==> src/sv/drt_pkg.sv <==
// ----------------------------------------------------------------------------
// Dirty rectangle tracker package
// Shared coordinate width, action and result codes, and the structs passed
// between the clipping and box-tracking stages.
// ----------------------------------------------------------------------------
package drt_pkg;

    // Coordinates are unsigned 13-bit values, 0 to 8191.
    localparam int COORD_W = 13;
    localparam int IN_W    = 16;

    // Action codes of an input transfer.
    localparam logic [1:0] ACT_MARK_RECT = 2'd0;
    localparam logic [1:0] ACT_MARK_ALL  = 2'd1;
    localparam logic [1:0] ACT_CONSUME   = 2'd2;

    // Result kind codes.
    localparam logic [1:0] KIND_NONE     = 2'd0;
    localparam logic [1:0] KIND_RECT     = 2'd1;
    localparam logic [1:0] KIND_FULL     = 2'd2;
    localparam logic [1:0] KIND_CONSUMED = 2'd3;

    // A rectangle after clipping, right and bottom edges exclusive.
    typedef struct packed {
        logic               hit;
        logic [COORD_W-1:0] x0;
        logic [COORD_W-1:0] y0;
        logic [COORD_W-1:0] x1;
        logic [COORD_W-1:0] y1;
    } drt_clip_t;

    // One result item.
    typedef struct packed {
        logic [1:0]         kind;
        logic [COORD_W-1:0] x;
        logic [COORD_W-1:0] y;
        logic [COORD_W-1:0] w;
        logic [COORD_W-1:0] h;
    } drt_result_t;

endpackage

==> src/sv/drt_clip.sv <==
// ----------------------------------------------------------------------------
// Rectangle clipper
// Rejects empty or off-screen rectangles and clips the rest to the screen.
// ----------------------------------------------------------------------------
module drt_clip #(
    parameter int SCREEN_WIDTH  = 1024,
    parameter int SCREEN_HEIGHT = 768
) (
    input  logic signed [15:0] rect_left,
    input  logic signed [15:0] rect_top,
    input  logic signed [15:0] rect_w,
    input  logic signed [15:0] rect_h,
    output drt_pkg::drt_clip_t clip
);
    import drt_pkg::*;

    localparam logic [COORD_W-1:0] SW_C = COORD_W'(SCREEN_WIDTH);
    localparam logic [COORD_W-1:0] SH_C = COORD_W'(SCREEN_HEIGHT);

    logic signed [IN_W:0] x0_ext;
    logic signed [IN_W:0] y0_ext;
    logic signed [IN_W:0] x1_ext;
    logic signed [IN_W:0] y1_ext;
    logic signed [IN_W:0] sw_ext;
    logic signed [IN_W:0] sh_ext;
    logic                 reject;

    // Edges are widened by one bit so that the far-edge sum cannot overflow.
    always_comb begin
        x0_ext = {rect_left[IN_W-1], rect_left};
        y0_ext = {rect_top[IN_W-1], rect_top};
        x1_ext = x0_ext + {rect_w[IN_W-1], rect_w};
        y1_ext = y0_ext + {rect_h[IN_W-1], rect_h};
        sw_ext = $signed({{(IN_W + 1 - COORD_W){1'b0}}, SW_C});
        sh_ext = $signed({{(IN_W + 1 - COORD_W){1'b0}}, SH_C});
    end

    // A rectangle is dropped when it has no area or misses the screen.
    always_comb begin
        reject = (rect_w <= 16'sd0) || (rect_h <= 16'sd0)
              || (x1_ext <= 17'sd0) || (y1_ext <= 17'sd0)
              || (x0_ext >= sw_ext) || (y0_ext >= sh_ext);
        clip.hit = !reject;
        clip.x0  = x0_ext[IN_W] ? '0 : x0_ext[COORD_W-1:0];
        clip.y0  = y0_ext[IN_W] ? '0 : y0_ext[COORD_W-1:0];
        clip.x1  = (x1_ext > sw_ext) ? SW_C : x1_ext[COORD_W-1:0];
        clip.y1  = (y1_ext > sh_ext) ? SH_C : y1_ext[COORD_W-1:0];
    end

endmodule

==> src/sv/drt_box.sv <==
// ----------------------------------------------------------------------------
// Damage box tracker
// Holds the pending full-screen flag and the bounding box, applies one action
// per transfer and forms the matching result.
// ----------------------------------------------------------------------------
module drt_box #(
    parameter int SCREEN_WIDTH  = 1024,
    parameter int SCREEN_HEIGHT = 768
) (
    input  logic                  aclk,
    input  logic                  aresetn,
    input  logic                  fire,
    input  logic [1:0]            action,
    input  drt_pkg::drt_clip_t    clip,
    output drt_pkg::drt_result_t  result
);
    import drt_pkg::*;

    localparam logic [COORD_W-1:0] SW_C = COORD_W'(SCREEN_WIDTH);
    localparam logic [COORD_W-1:0] SH_C = COORD_W'(SCREEN_HEIGHT);

    logic               full_reg,   full_next;
    logic               active_reg, active_next;
    logic [COORD_W-1:0] left_reg,   left_next;
    logic [COORD_W-1:0] top_reg,    top_next;
    logic [COORD_W-1:0] right_reg,  right_next;
    logic [COORD_W-1:0] bottom_reg, bottom_next;
    logic [COORD_W-1:0] cx1;
    logic [COORD_W-1:0] cy1;

    // Box clipped against the screen for a consume.
    always_comb begin
        cx1 = (right_reg > SW_C) ? SW_C : right_reg;
        cy1 = (bottom_reg > SH_C) ? SH_C : bottom_reg;
    end

    // Next state and result for the action in hand.
    always_comb begin
        full_next   = full_reg;
        active_next = active_reg;
        left_next   = left_reg;
        top_next    = top_reg;
        right_next  = right_reg;
        bottom_next = bottom_reg;
        result      = '0;
        unique case (action)
            ACT_MARK_RECT: begin
                if (clip.hit) begin
                    result.kind = KIND_RECT;
                    result.x    = clip.x0;
                    result.y    = clip.y0;
                    result.w    = clip.x1 - clip.x0;
                    result.h    = clip.y1 - clip.y0;
                    if (!full_reg) begin
                        active_next = 1'b1;
                        if (!active_reg) begin
                            left_next   = clip.x0;
                            top_next    = clip.y0;
                            right_next  = clip.x1;
                            bottom_next = clip.y1;
                        end else begin
                            if (clip.x0 < left_reg)   left_next   = clip.x0;
                            if (clip.y0 < top_reg)    top_next    = clip.y0;
                            if (clip.x1 > right_reg)  right_next  = clip.x1;
                            if (clip.y1 > bottom_reg) bottom_next = clip.y1;
                        end
                    end
                end
            end
            ACT_MARK_ALL: begin
                full_next   = 1'b1;
                active_next = 1'b0;
                left_next   = '0;
                top_next    = '0;
                right_next  = SW_C;
                bottom_next = SH_C;
                result.kind = KIND_FULL;
                result.w    = SW_C;
                result.h    = SH_C;
            end
            ACT_CONSUME: begin
                active_next = 1'b0;
                if (full_reg) begin
                    full_next   = 1'b0;
                    result.kind = KIND_CONSUMED;
                    result.w    = SW_C;
                    result.h    = SH_C;
                end else if (active_reg && (cx1 > left_reg) && (cy1 > top_reg)) begin
                    result.kind = KIND_CONSUMED;
                    result.x    = left_reg;
                    result.y    = top_reg;
                    result.w    = cx1 - left_reg;
                    result.h    = cy1 - top_reg;
                end
            end
            default: begin
                result = '0;
            end
        endcase
    end

    // State moves only when an item leaves the input stage.
    always_ff @(posedge aclk) begin
        if (!aresetn) begin
            full_reg   <= 1'b1;
            active_reg <= 1'b0;
            left_reg   <= '0;
            top_reg    <= '0;
            right_reg  <= SW_C;
            bottom_reg <= SH_C;
        end else if (fire) begin
            full_reg   <= full_next;
            active_reg <= active_next;
            left_reg   <= left_next;
            top_reg    <= top_next;
            right_reg  <= right_next;
            bottom_reg <= bottom_next;
        end
    end

endmodule

==> src/sv/dirty_rect_tracker_core.sv <==
// ----------------------------------------------------------------------------
// Dirty rectangle tracker core
// Screen damage tracker: marks clipped rectangles or the whole screen and
// hands out the accumulated damage box on a consume.
//
//   Channel | Direction | Handshake         | Payload
//   s_      | in        | s_valid / s_ready | action, rect_left/top/w/h
//   m_      | out       | m_valid / m_ready | kind, out_x/y/width/height
//
// Each transfer is captured in an input register; the clip and box update
// run combinationally on it and land in the result register. One item is
// taken per cycle unless m_ready stalls the output. The damage state updates
// as an item moves into the result register. Reset leaves a full-screen
// repaint pending. A stalled m_ready holds the result and fills the input
// register; s_ready falls only when both are occupied.
// ----------------------------------------------------------------------------
module dirty_rect_tracker_core #(
    parameter int SCREEN_WIDTH  = 1024,
    parameter int SCREEN_HEIGHT = 768
) (
    input  logic               aclk,
    input  logic               aresetn,
    input  logic               s_valid,
    output logic               s_ready,
    input  logic [1:0]         s_action,
    input  logic signed [15:0] s_rect_left,
    input  logic signed [15:0] s_rect_top,
    input  logic signed [15:0] s_rect_w,
    input  logic signed [15:0] s_rect_h,
    output logic               m_valid,
    input  logic               m_ready,
    output logic [1:0]         m_kind,
    output logic [12:0]        m_out_x,
    output logic [12:0]        m_out_y,
    output logic [12:0]        m_out_width,
    output logic [12:0]        m_out_height
);
    import drt_pkg::*;

    logic               in_valid_reg;
    logic [1:0]         action_reg;
    logic signed [15:0] left_reg;
    logic signed [15:0] top_reg;
    logic signed [15:0] w_reg;
    logic signed [15:0] h_reg;
    logic               out_valid_reg;
    drt_result_t        out_reg;
    drt_clip_t          clip;
    drt_result_t        result;
    logic               advance;
    logic               take;

    // Handshake: the input stage moves on whenever the result slot is free or being read out.
    always_comb begin
        advance = in_valid_reg && (!out_valid_reg || m_ready);
        s_ready = !in_valid_reg || advance;
        take    = s_valid && s_ready;
    end

    // Input register.
    always_ff @(posedge aclk) begin
        if (!aresetn) begin
            in_valid_reg <= 1'b0;
        end else if (take) begin
            in_valid_reg <= 1'b1;
        end else if (advance) begin
            in_valid_reg <= 1'b0;
        end
    end

    always_ff @(posedge aclk) begin
        if (take) begin
            action_reg <= s_action;
            left_reg   <= s_rect_left;
            top_reg    <= s_rect_top;
            w_reg      <= s_rect_w;
            h_reg      <= s_rect_h;
        end
    end

    drt_clip #(
        .SCREEN_WIDTH  (SCREEN_WIDTH),
        .SCREEN_HEIGHT (SCREEN_HEIGHT)
    ) u_clip (
        .rect_left (left_reg),
        .rect_top  (top_reg),
        .rect_w    (w_reg),
        .rect_h    (h_reg),
        .clip      (clip)
    );

    drt_box #(
        .SCREEN_WIDTH  (SCREEN_WIDTH),
        .SCREEN_HEIGHT (SCREEN_HEIGHT)
    ) u_box (
        .aclk    (aclk),
        .aresetn (aresetn),
        .fire    (advance),
        .action  (action_reg),
        .clip    (clip),
        .result  (result)
    );

    // Result register.
    always_ff @(posedge aclk) begin
        if (!aresetn) begin
            out_valid_reg <= 1'b0;
        end else if (advance) begin
            out_valid_reg <= 1'b1;
        end else if (m_ready) begin
            out_valid_reg <= 1'b0;
        end
    end

    always_ff @(posedge aclk) begin
        if (advance) begin
            out_reg <= result;
        end
    end

    assign m_valid      = out_valid_reg;
    assign m_kind       = out_reg.kind;
    assign m_out_x      = out_reg.x;
    assign m_out_y      = out_reg.y;
    assign m_out_width  = out_reg.w;
    assign m_out_height = out_reg.h;

endmodule

==> config.mk <==
export PLATFORM = sky130hd
export DESIGN_NAME = dirty_rect_tracker_core
export DESIGN_NICKNAME = d
export VERILOG_FILES = /design/src/sv/drt_pkg.sv /design/src/sv/drt_clip.sv /design/src/sv/drt_box.sv /design/src/sv/dirty_rect_tracker_core.sv
export SDC_FILE = /design/constraint.sdc
export NUM_CORES = 1
export LEC_CHECK = 0
export BUFFER_PORTS_ARGS = -buffer_cell sky130_fd_sc_hd__buf_2
export CORE_AREA = 3 3 163 165
export DETAILED_ROUTE_END_ITERATION = 7
export DIE_AREA = 0 0 166 168
export GPL_TIMING_DRIVEN = 1
export PLACE_DENSITY_LB_ADDON = 0.15
export SYNTH_ARGS = -nofsm -noshare
export SYNTH_HDL_FRONTEND = slang
export SYNTH_HIERARCHICAL = 1
export SYNTH_SLANG_ARGS = --single-unit
==> constraint.sdc <==
create_clock -name aclk -period 10.6 [get_ports aclk]
set_input_delay 2.65 -clock aclk [delete_from_list [all_inputs] [get_ports aclk]]
set_output_delay 2.65 -clock aclk [all_outputs]
set_load 0.05 [all_outputs]
# Word level (Yosys, flattened, before mapping)
# Index checks and enable logic that the tools add are counted.
word_totals:
  regBits: 176
  input_bits: 70
  out_inout_bits: 56
op_classes:
  n_addsub: 6
  n_lt_le_gt_ge: 16
  n_eq_ne: 8
  n_mux: 42
  n_reduce_logical: 26
op_table:
  columns: ["op", "count"]
  rows:
  - ["13-bit two-way mux", 22]
  - ["13-bit case mux with 2 select lines", 4]
  - ["26-bit case mux with 3 select lines", 1]
  - ["54-bit two-way mux", 1]
  - ["53-bit two-way mux", 1]
  - ["13-bit > comparator", 4]
  - ["26-bit two-way mux", 2]
  - ["26-bit case mux with 2 select lines", 1]
  - ["13-bit subtractor", 4]
  - ["16-bit by 16-bit adder with 17-bit output", 2]
  - ["17-bit by 1-bit less-or-equal comparator with 1-bit output, second input constant", 2]
  - ["16-bit by 1-bit less-or-equal comparator with 1-bit output, second input constant", 2]
  - ["13-bit less-than comparator", 2]
  - ["5-bit AND reduction", 4]
  - ["17-bit by 11-bit > comparator with 1-bit output, second input constant", 1]
  - ["17-bit by 12-bit > comparator with 1-bit output, second input constant", 1]
  - ["16-bit by 11-bit greater-or-equal comparator with 1-bit output, second input constant", 1]
  - ["16-bit by 12-bit greater-or-equal comparator with 1-bit output, second input constant", 1]
  - ["13-bit by 10-bit > comparator with 1-bit output, second input constant", 1]
  - ["13-bit by 11-bit > comparator with 1-bit output, second input constant", 1]
  - ["3-bit inequality test, second input constant", 4]
  - ["2-bit nonzero test", 5]
  - ["1-bit logical OR", 7]
  - ["1-bit two-way mux", 6]
  - ["12 further kinds", 18]

# Logic depth before layout (Yosys ltp)
depth:
  depth_word: 9
  mapped_depth: 21
  ltp_nobuf: 21

# Modules after synthesis
# Netlist, hierarchy kept.
modules_own_cells:
  columns: ["mod", "instances", "cells_per_inst", "area_each_um2", "seq_area_each_um2"]
  rows:
  - ["drt_box", 1, 890, 6553.8, 1081.0]
  - ["dirty_rect_tracker_core", 1, 129, 3707.3, 3643.5]
  - ["drt_clip", 1, 317, 2222.1, 0.0]

# Least setup slack after synthesis
# No wires, ideal clock.
synth_path:
  path_kind: "input-to-reg"
  startpoint: "input port m_ready"
  endpoint: "register u_box.bottom_reg[10]"
  setup_time_ps: 70
  t_arrival_ps: 6421
  slack_ps: 4109
  cell_stages: 7
  cell_sequence: "nor2b_4 > nor2b_1 > nor2b_1 > o311ai_2 > buf_6 > or3b_1 > a21oi_1"
synth_via:
  elab_chain_cells: 3
synth_lines:
  columns: ["element", "line_no", "text"]
  rows:
  - ["start: declaration", "dirty_rect_tracker_core.sv:31", "input logic m_ready,"]
  - ["1-bit logical OR", "dirty_rect_tracker_core.sv:55", "advance = in_valid_reg && (!out_valid_reg || m_ready);"]
  - ["1-bit logical AND", "dirty_rect_tracker_core.sv:55", null]
  - ["net advance", "dirty_rect_tracker_core.sv:50", "logic advance;"]
  - ["5-bit AND reduction (no source line)", null, null]
  - ["end signal: assignment", "drt_box.sv:117", "bottom_reg <= bottom_next;"]
  - ["end: declaration", "drt_box.sv:27", "logic [COORD_W-1:0] bottom_reg, bottom_next;"]
# The timed path passes the listed nets, and every way through them passes these cells.
# A chain may end at the register's enable or synchronous reset.

# Worst setup path after layout
layout_path:
  startpoint: "input port m_ready"
  endpoint: "output port s_ready"
layout_via:
  elab_chain_cells: 3
layout_lines:
  columns: ["element", "line_no", "text"]
  rows:
  - ["1-bit logical OR", "dirty_rect_tracker_core.sv:55", null]
  - ["1-bit logical AND", "dirty_rect_tracker_core.sv:55", null]
  - ["1-bit logical OR", "dirty_rect_tracker_core.sv:56", "s_ready = !in_valid_reg || advance;"]
  - ["end: declaration", "dirty_rect_tracker_core.sv:24", "output logic s_ready,"]
# Every way passes these cells.

==> qor.txt <==
=================================================================================
Number of cells on the worst reg-to-reg path                                   18
FF+latch count, synth                                                         176
Hold slack final                                                         0.473 ns
Diode insertion count for antenna repair                                        0
Area growth from synthesis to layout                                        12.2%
Areal power density over the cells                                    141 nW/um^2
Post-cts hold buffer count                                                      0
Vias in the first global route                                               9634
HPWL after DPL                                                           24600 um
Count leader, synth                                                  sky130_fd_sc_hd__ha_1
Clock tree buffer depth                                                         2
TritonCTS Buffers                                                              17
Nets                                                                         1654
YS warnings                                                                     6
Clock tree from TritonCTS                                                     yes
# H-tree levels                                                                 4
Clock period minus worst slack                                            5.79 ns
Reg2reg end                                                          u_box/right_reg[2]$_SDFFE_PN0P_
Required time at the endpoint of the critical path                        7.95 ns
Highest attainable clock frequency                                        173 MHz
Routed via count divided by cell count                                       5.87
First-iteration detailed-routing DRC count                                    866
Hold wc startpoint                                                   u_box/bottom_reg[12]$_SDFFE_PN0P_
Post-CTS Setup Inserts                                                          0
First-pass iteration count of the detailed router                               5
Top area cells in the synthesized netlist                            sky130_fd_sc_hd__edfxtp_1 29%, sky130_fd_sc_hd__ha_1 14%, sky130_fd_sc_hd__dfxtp_1 9.0%
Chip height                                                                168 um
RSZ-0062 raised after global routing                                           no
Relative slew slack                                                         0.154
Synth top area share                                                        0.289
Width of the chip                                                          166 um
Remaining routing DRC violations                                                0
Reported leakage power                                                    5.63 nW
Clock latency on the worst-skew pair                                      0.44 ns
Number of standard-cell rows in the floorplan                                  58
Transition time at the pin with the least slew margin                     1.27 ns
Pins over their slew limit                                                      0
Origin of the critical flop-to-flop path                             w_reg[0]$_DFFE_PP_
Final sum of negative setup slack                                            0 ns
Unique masters post-synth                                                      78
Cell area after technology mapping                                     12500 um^2
Buffer type at the clock tree root                                   sky130_fd_sc_hd__clkbuf_16
Input/output buffers                                                          125
Maximum fanout encountered on the critical timing path                          2
Number of sinks driven by the clock tree                                      176
Final global-route overflow total                                               0
Most common library cells after synthesis                            137 x sky130_fd_sc_hd__ha_1, 120 x sky130_fd_sc_hd__edfxtp_1, 107 x sky130_fd_sc_hd__nor2_1, 92 x sky130_fd_sc_hd__inv_1, 91 x sky130_fd_sc_hd__a21oi_1
Post-route cell area                                                   14000 um^2
Area of the die                                                        27900 um^2
Layout cells sized above 1                                                  0.135
Fraction of the yosys area taken by sequential cells                        0.378
Routability Congestion                                                      0.914
Crit share post-route                                                       0.547
R2r setup slk                                                             5.28 ns
Cells on Worst Hold Path                                                        2
Final core utilization                                                      0.556
Setup Viol. Count Final                                                         0
Number of synthesized flops with an enable pin                                120
IR drop worst, VDD                                                    0.0000990 V
Antenna Nets Post-Route                                                         0
Mean cell area of the mapped netlist                                    9.34 um^2
CP Capture Type                                                      primary output
Status                                                               finished, final reports clean
Largest net degree at the start of global routing                              67
Initial Utilization                                                         0.496
Via count                                                                   10470
Final-report hold violation count                                               0
Placement-stage cell area                                              13400 um^2
Maximum clock skew at final layout                                      0.0185 ns
Async set-or-reset flop fraction in the synthesized netlist                     0
Worst Setup Start Kind                                                  input pin
Endpoint arrival time on the critical path                                3.14 ns
Endpoint with the worst hold slack                                   u_box/bottom_reg[12]$_SDFFE_PN0P_
Top FF cell, synth                                                   sky130_fd_sc_hd__edfxtp_1
Number of antenna violations at the first check in global routing               0
Min-Delay Path Class                                                 flop to flop
Kind of critical path                                                input pin to primary output
Number of top-level design ports                                              126
Wirelength per Cell                                                       18.2 um
Std-Cell Core Area                                                     25200 um^2
Instance count of the mapped netlist                                         1336
Clock-pin slew on the worst setup and hold paths                          0.07 ns
Post-CTS Resized                                                                0
Total Routing Usage GR                                                      0.231
Final wirelength                                                         32500 um
Global-route wire length before repair                                   51900 um
Count of max-cap constraint violations                                          0
Library cell occupying the most area in the post-synthesis netlist   sky130_fd_sc_hd__edfxtp_1
=================================================================================
-- cells by family (layout without fill, tap and decap cells) --
logic type | Yosys count | count (layout) | synth area share
muxes | 2 | 2 | 0.00160
AOI/OAI and AO/OA | 380 | 380 | 0.205
buffers and inverters | 142 | 256 | 0.0454
other | 1 | 5 | 0.000300
and+or+nand+nor | 426 | 426 | 0.176
DFF | 176 | 176 | 0.378
adders and majority gates | 143 | 143 | 0.147
xor gates and xnor gates | 66 | 66 | 0.0463
-- layout by cell type, fill, tap and decap left out, types with 9 or more instances in the layout --
master	n
sky130_fd_sc_hd__edfxtp_1	120
sky130_fd_sc_hd__nand4_1	24
sky130_fd_sc_hd__buf_2	125
sky130_fd_sc_hd__o211ai_1	9
sky130_fd_sc_hd__ha_1	137
sky130_fd_sc_hd__inv_1	92
sky130_fd_sc_hd__o21a_1	19
sky130_fd_sc_hd__a31oi_1	17
sky130_fd_sc_hd__xnor2_1	37
sky130_fd_sc_hd__a21oi_1	90
sky130_fd_sc_hd__and3_1	11
sky130_fd_sc_hd__and2_1	16
sky130_fd_sc_hd__nor2b_1	43
sky130_fd_sc_hd__a211oi_1	13
sky130_fd_sc_hd__a21o_1	41
sky130_fd_sc_hd__nand3_1	44
sky130_fd_sc_hd__o31ai_1	27
sky130_fd_sc_hd__nor4_1	24
sky130_fd_sc_hd__nor2_1	107
sky130_fd_sc_hd__clkbuf_16	17
sky130_fd_sc_hd__dfxtp_1	56
sky130_fd_sc_hd__o21ai_0	62
sky130_fd_sc_hd__a22oi_1	24
sky130_fd_sc_hd__nor3_1	17
sky130_fd_sc_hd__nand2_1	89
sky130_fd_sc_hd__xor2_1	29
-- worst max path at each step --
stage,start,to,slack (ns),depth (start not counted)
floorplan,m_ready,u_box/bottom_reg[10]$_SDFFE_PN0P_,4.11,7
global placement,m_ready,s_ready,4.80,3
detailed placement,m_ready,s_ready,4.80,3
CTS,m_ready,s_ready,4.80,3
global route,m_ready,s_ready,4.79,3
finish,m_ready,s_ready,4.81,3
-- power by group --
| part | internal, mW | total [mW] | switching [mW] |
|---|---|---|---|
| Clock | 0.380 | 0.677 | 0.297 |
| Combinational | 0.199 | 0.517 | 0.317 |
| Sequential | 0.760 | 0.777 | 0.0162 |
-- critical path, cell delays in order --
cell and delay [ns]:
sky130_fd_sc_hd__buf_2 0.11, sky130_fd_sc_hd__nand3b_4 0.13, sky130_fd_sc_hd__buf_2 0.26
-- layout make-up --
type | instances | area (um^2)
Sequential cell | 176 | 4720
Tap cell | 330 | 413
Clock inverter | 15 | 193
Clock buffer | 17 | 425
Inverter | 92 | 345
Fill cell | 2267 | 11200
Timing Repair Buffer | 132 | 678
Multi-Input combinational cell | 1022 | 7230
-- per-layer routing --
metal  vias up  GRT usage  part of all wire
met3        34     0.0402             0.072
met4         0     0.0622             0.017
li1       5170          -                 -
met1      4858      0.360              0.50
met2       408      0.328              0.41
met5         -          0                 0
-- stage by stage --
| stage | setup WS, ns | total power [mW] | instances |
|---|---|---|---|
| 2_1_floorplan | 4.11 | 1.18 | 1340 |
| 3_3_place_gp | 4.80 | 1.29 | 1752 |
| 3_5_place_dp | 4.80 | 1.30 | 1752 |
| 6_report | 4.81 | 1.97 | 1784 |
| 5_1_grt | 4.79 | 2.08 | 1784 |
| 4_1_cts | 4.80 | 1.98 | 1784 |
Power figures use the tool's default switching activity.
